===== src/sv/iscf_pkg.sv =====
// Shared types and constants for the length-framed message checksum folder.
`timescale 1ns / 1ps
`default_nettype none

package iscf_pkg;

    localparam int WINDOW_DEF = 36;
    localparam int FIELD_SPAN = 36;
    localparam int ACC_COUNT  = 16;

    typedef logic [4:0] t_idx;

    localparam t_idx IDX_MSGS      = 5'd0;
    localparam t_idx IDX_ADDS      = 5'd1;
    localparam t_idx IDX_EXECS     = 5'd2;
    localparam t_idx IDX_CANCELS   = 5'd3;
    localparam t_idx IDX_DELETES   = 5'd4;
    localparam t_idx IDX_REPLACES  = 5'd5;
    localparam t_idx IDX_DIRS      = 5'd6;
    localparam t_idx IDX_SYSTEM    = 5'd7;
    localparam t_idx IDX_OTHERS    = 5'd8;
    localparam t_idx IDX_SHARES    = 5'd9;
    localparam t_idx IDX_PRICES    = 5'd10;
    localparam t_idx IDX_XOR_REF   = 5'd11;
    localparam t_idx IDX_XOR_MATCH = 5'd12;
    localparam t_idx IDX_XOR_NEW   = 5'd13;
    localparam t_idx IDX_XOR_STAMP = 5'd14;
    localparam t_idx IDX_MAX_LOC   = 5'd15;
    localparam t_idx IDX_CONSUMED  = 5'd16;

    localparam logic [7:0] MT_ADD       = 8'h41;  // 'A'
    localparam logic [7:0] MT_ADD_MPID  = 8'h46;  // 'F'
    localparam logic [7:0] MT_EXEC      = 8'h45;  // 'E'
    localparam logic [7:0] MT_EXEC_PX   = 8'h43;  // 'C'
    localparam logic [7:0] MT_CANCEL    = 8'h58;  // 'X'
    localparam logic [7:0] MT_DELETE    = 8'h44;  // 'D'
    localparam logic [7:0] MT_REPLACE   = 8'h55;  // 'U'
    localparam logic [7:0] MT_SYSTEM    = 8'h53;  // 'S'
    localparam logic [7:0] MT_DIRECTORY = 8'h52;  // 'R'
    localparam logic [7:0] FLAG_YES     = 8'h59;  // 'Y'

    typedef enum logic [1:0] {
        PH_LEN_HI,
        PH_LEN_LO,
        PH_BODY,
        PH_HALT
    } t_phase;

    typedef struct packed {
        logic [7:0] data_byte;
        logic       end_of_buffer;
    } t_in_beat;

    typedef struct packed {
        t_idx        counter_index;
        logic [63:0] counter_value;
        logic        last_of_run;
    } t_out_beat;

    typedef logic [FIELD_SPAN-1:0][7:0] t_span;

    // Per-message contribution to the accumulators
    typedef struct packed {
        t_idx        cnt_idx;
        logic [33:0] shares;
        logic [31:0] price;
        logic [63:0] xor_ref;
        logic [63:0] xor_match;
        logic [63:0] xor_new;
        logic [47:0] stamp;
        logic [15:0] locate;
        logic [16:0] consumed;
    } t_fold;

endpackage

`default_nettype wire


===== src/sv/iscf_decode.sv =====
// Message decoder: turns the body window of one message into accumulator deltas.
`timescale 1ns / 1ps
`default_nettype none

module iscf_decode
    import iscf_pkg::*;
(
    input  t_span       i_win,
    input  logic [15:0] i_len,
    output t_fold       o_fold
);

    always_comb begin
        t_fold      f;
        logic [7:0] mtype;
        mtype      = i_win[0];
        f          = '0;
        f.locate   = {i_win[1], i_win[2]};
        f.stamp    = {i_win[5], i_win[6], i_win[7], i_win[8], i_win[9], i_win[10]};
        f.consumed = 17'd2 + {1'b0, i_len};
        case (mtype)
            MT_ADD, MT_ADD_MPID: begin
                f.cnt_idx = IDX_ADDS;
                f.shares  = 34'({i_win[20], i_win[21], i_win[22], i_win[23]})
                          + 34'(i_win[19]) + 34'(mtype == MT_ADD_MPID);
                f.price   = {i_win[32], i_win[33], i_win[34], i_win[35]};
                f.xor_ref = {i_win[11], i_win[12], i_win[13], i_win[14],
                             i_win[15], i_win[16], i_win[17], i_win[18]};
            end
            MT_EXEC: begin
                f.cnt_idx   = IDX_EXECS;
                f.shares    = 34'({i_win[19], i_win[20], i_win[21], i_win[22]});
                f.xor_ref   = {i_win[11], i_win[12], i_win[13], i_win[14],
                               i_win[15], i_win[16], i_win[17], i_win[18]};
                f.xor_match = {i_win[23], i_win[24], i_win[25], i_win[26],
                               i_win[27], i_win[28], i_win[29], i_win[30]};
            end
            MT_EXEC_PX: begin
                f.cnt_idx   = IDX_EXECS;
                f.shares    = 34'({i_win[19], i_win[20], i_win[21], i_win[22]})
                            + 34'(i_win[31] == FLAG_YES);
                f.price     = {i_win[32], i_win[33], i_win[34], i_win[35]};
                f.xor_ref   = {i_win[11], i_win[12], i_win[13], i_win[14],
                               i_win[15], i_win[16], i_win[17], i_win[18]};
                f.xor_match = {i_win[23], i_win[24], i_win[25], i_win[26],
                               i_win[27], i_win[28], i_win[29], i_win[30]};
            end
            MT_CANCEL: begin
                f.cnt_idx = IDX_CANCELS;
                f.shares  = 34'({i_win[19], i_win[20], i_win[21], i_win[22]});
                f.xor_ref = {i_win[11], i_win[12], i_win[13], i_win[14],
                             i_win[15], i_win[16], i_win[17], i_win[18]};
            end
            MT_DELETE: begin
                f.cnt_idx = IDX_DELETES;
                f.xor_ref = {i_win[11], i_win[12], i_win[13], i_win[14],
                             i_win[15], i_win[16], i_win[17], i_win[18]};
            end
            MT_REPLACE: begin
                f.cnt_idx = IDX_REPLACES;
                f.shares  = 34'({i_win[27], i_win[28], i_win[29], i_win[30]});
                f.price   = {i_win[31], i_win[32], i_win[33], i_win[34]};
                f.xor_ref = {i_win[11], i_win[12], i_win[13], i_win[14],
                             i_win[15], i_win[16], i_win[17], i_win[18]};
                f.xor_new = {i_win[19], i_win[20], i_win[21], i_win[22],
                             i_win[23], i_win[24], i_win[25], i_win[26]};
            end
            MT_SYSTEM: begin
                f.cnt_idx = IDX_SYSTEM;
                f.shares  = 34'({i_win[3], i_win[4]}) + 34'(i_win[11]);
            end
            MT_DIRECTORY: begin
                f.cnt_idx = IDX_DIRS;
                f.shares  = 34'({i_win[21], i_win[22], i_win[23], i_win[24]});
            end
            default: begin
                // unknown type: no timestamp, no locate
                f.cnt_idx = IDX_OTHERS;
                f.shares  = 34'(mtype) + 34'(i_len);
                f.stamp   = '0;
                f.locate  = '0;
            end
        endcase
        o_fold = f;
    end

endmodule

`default_nettype wire


===== config.mk =====
export PLATFORM = sky130hd
export DESIGN_NAME = iscf_decode
export DESIGN_NICKNAME = d
export VERILOG_FILES = /design/src/sv/iscf_pkg.sv /design/src/sv/iscf_decode.sv
export SDC_FILE = /design/constraint.sdc
export NUM_CORES = 1
export LEC_CHECK = 0
export ABC_AREA = 1
export ABC_CLOCK_PERIOD_IN_PS = 3230
export BUFFER_PORTS_ARGS = -buffer_cell sky130_fd_sc_hd__buf_2
export CORE_AREA = 2 2 253 255
export DETAILED_ROUTE_END_ITERATION = 8
export DIE_AREA = 0 0 255 257
export PLACE_DENSITY = 0.32
export SETUP_SLACK_MARGIN = 0.2
export SYNTH_ARGS = -nofsm -noshare
export SYNTH_HDL_FRONTEND = slang
export SYNTH_SLANG_ARGS = --single-unit

===== constraint.sdc =====
create_clock -name vclk -period 3.23
set_input_delay 0.323 -clock vclk [all_inputs]
set_output_delay 0.323 -clock vclk [all_outputs]
set_load 0.005 [all_outputs]

==> metrics.md <==
| Metric | Value |
|---|---|
| Outcome | `completed` |
| TNS Setup | `0 ns` |
| Boundary Pins | `648` |
| Crit path capture | `o_fold[319]` |
| Final Cycle Share | `93.0%` |
| Post-route minimum period | `3.00 ns` |
| CP Launch Point | `i_win[7]` |
| Seq Cell Count | `0` |
| WL/cell | `18.7 um` |
| Crit path arrival time | `2.68 ns` |
| Initial antenna violation count | `12` |
| Compound-Gate Fraction of Synth Area | `11.3%` |
| Area growth, synth to finish | `66.3%` |
| Initial DRC count | `500` |
| Slew headroom | `55.4%` |
| FF/Latch Area | `0 um^2` |
| Finished Layout Cells | `3039` |
| Vias per inst | `3.97` |
| Met3 Use GR | `2.69%` |
| RSZ-0062 raised after global routing | `yes` |
| # setup viols final | `0` |
| Mux cell area share after synthesis | `0%` |
| Port bufs | `646` |
| Register area share after synthesis | `0%` |
| CP required | `2.91 ns` |
| Clock Buffer Count | `0` |
| Hold crit path type | `input port to primary output` |
| Post-detailed-route count of antenna-violating nets | `0` |
| Leak | `0.00767 uW` |
| Die width | `255 um` |
| HPWL after DPL | `50.5 mm` |
| Crit end category | `primary output` |
| Simple-Gate Fraction of Synth Area | `56.0%` |
| Switch share | `62.6%` |
| Total GRT Usage | `16.3%` |
| Core ar. | `62700 um^2` |
| Post-Synth XOR/XNOR Area | `3.13%` |
| Startpoint types | `input port` |
| Final WL | `56.9 mm` |
| Pint | `385 uW` |
| Post-Synthesis Cells | `1546` |
| DR vias | `12062` |
| Remaining DRCs | `0` |
| Largest family of logic cells by synthesized area | `simple AND/OR/NAND/NOR gates` |
| Ys Warns | `0` |
| Num rows | `92` |
| DIE AREA | `65500 um^2` |
| Pins Over Slew Limit | `0` |
| Seq pwr share | `0%` |
| Met2 usage | `31.5%` |
| Clock network power share | `0%` |
| Synth Area in Adders | `5.79%` |
| Comb power frac | `100.0%` |
| Grt met1 use | `18.7%` |
| Actual slew at the worst max-slew pin | `0.668 ns` |
| Initial Util | `11.2%` |
| Layout Nets | `2523` |
| Unique masters post-synth | `37` |
| Gr ovfl total | `0` |
| Global placer's final weighted congestion | `0.875` |
| CP max FO | `3` |
| Mean post-synth cell area | `4.53 um^2` |
| Mapped Area | `7000 um^2` |
| GRT busiest layer | `met2` |
| DR pass1 iterations | `5` |
| Hold Buf Count CTS | `0` |
| Max Fclk | `333 MHz` |
| WS Path Type | `input port to primary output` |
| Psw | `646 uW` |
| Fin. Hold Viols | `0` |
| Largest net degree at the start of global routing | `68` |
| Max VDD drop | `0.0242 mV` |
| Vias in the first global route | `12061` |
| Max Cap Viol | `0` |
| Share of cells above drive strength 1 | `35.3%` |
| Dpl cells | `3029` |
| Placed cell areas | `11400 um^2` |
| Design area | `11600 um^2` |
| First-pass GRT wire length | `78.9 mm` |
| Die Ht | `257 um` |
| Pwr dens | `88.5 nW/um^2` |
[power by group through the flow]
stage	logic, uW	registers (uW)	clock network [uW]
final	1030	0	0.000249
after global placement	1030	0	0
after CTS	1040	0	0
after floorplan	431	0	0
after detailed placement	1030	0	0
after global routing	1160	0	0.000166
[worst max-delay path: stages]
cell and delay (ns):
buf_8 0.10, inv_4 0.04, nand2_4 0.05, nor2_4 0.13, nand2_2 0.07, nor2_2 0.09
buf_4 0.13, fa_2 0.21, inv_2 0.04, fa_2 0.39, inv_2 0.06, nand3_2 0.08
nand2_4 0.11, nand2_2 0.06, nand2_2 0.08, nand2_2 0.07, nand2_2 0.10, nand2_1 0.05
nand3_1 0.07, nand4_1 0.20, buf_2 0.20
[stage by stage]
step | utilization (%) | setup slack, ns | total power [uW] | hold slack (ns)
floorplan | - | 0.612 | 431 | 0.692
global placement | 18.2 | 0.0565 | 1030 | 0.894
detailed placement | 18.2 | 0.0367 | 1030 | 0.886
CTS | 18.3 | 0.196 | 1040 | 0.886
global route | 18.6 | 0.131 | 1160 | 0.890
finish | 18.6 | 0.228 | 1030 | 0.872
[layout by cell type, fill, tap and decap left out, drive strengths merged, types with 4 or more instances in the layout]
cell      n
inv     367
or2       5
nand3b    4
nand2   335
ha       26
o21ai    51
nand3   162
xor2     22
nor3     23
nor2    367
o211ai    8
a21oi    39
o22ai    34
nand4    29
diode     6
fa        4
buf     694
[synthesized netlist by cell type, types with 22 or more instances]
cell type	number	area [um^2]
a21oi_1	39	195
clkbuf_1	27	101
ha_1	26	325
inv_1	361	1360
nand2_1	324	1220
nand3_1	162	811
nand4_1	29	181
nor2_1	358	1340
nor3_1	22	110
o21ai_0	49	245
o22ai_1	34	213
xor2_1	22	193
[layer usage]
metal / routed length, um / part of all wire, % / vias to the layer above
li1: - / - / 6003
met1: 22600 / 40 / 5458
met2: 29300 / 51 / 549
met3: 3880 / 6.8 / 42
met4: 977 / 1.7 / 10
met5: 66 / 0.12 / -
[timing repair]
item / CTS / global route
resized for setup: 18 / 41
endpoints found under the setup margin: 15 / 19
pin swaps: 8 / 22
setup buffers: 0 / 4
[area by class of cell]
type,instances,area [um^2]
fill,7586,51100
multi-input combinational,1126,5500
timing repair buffer,694,3690
inverter,367,1390
tap,846,1060
antenna,6,15.0
[worst min path at each step]
stage,from,endpoint,slack (ns),cells after the start
after floorplan,i_len[1],o_fold[1],0.69,1
after global placement,i_len[0],o_fold[0],0.89,2
after detailed placement,i_len[0],o_fold[0],0.89,2
after CTS,i_len[0],o_fold[0],0.89,2
after global routing,i_len[0],o_fold[0],0.89,2
final,i_len[0],o_fold[0],0.87,2
[cell families after synthesis]
family                     Yosys count
buffers and inverters              421
and+or+nand+nor                    929
AOI/OAI and AO/OA                  140
adders and majority gates           30
xor gates and xnor gates            25
other                                1
No activity file was read; power rests on OpenSTA's default activity.
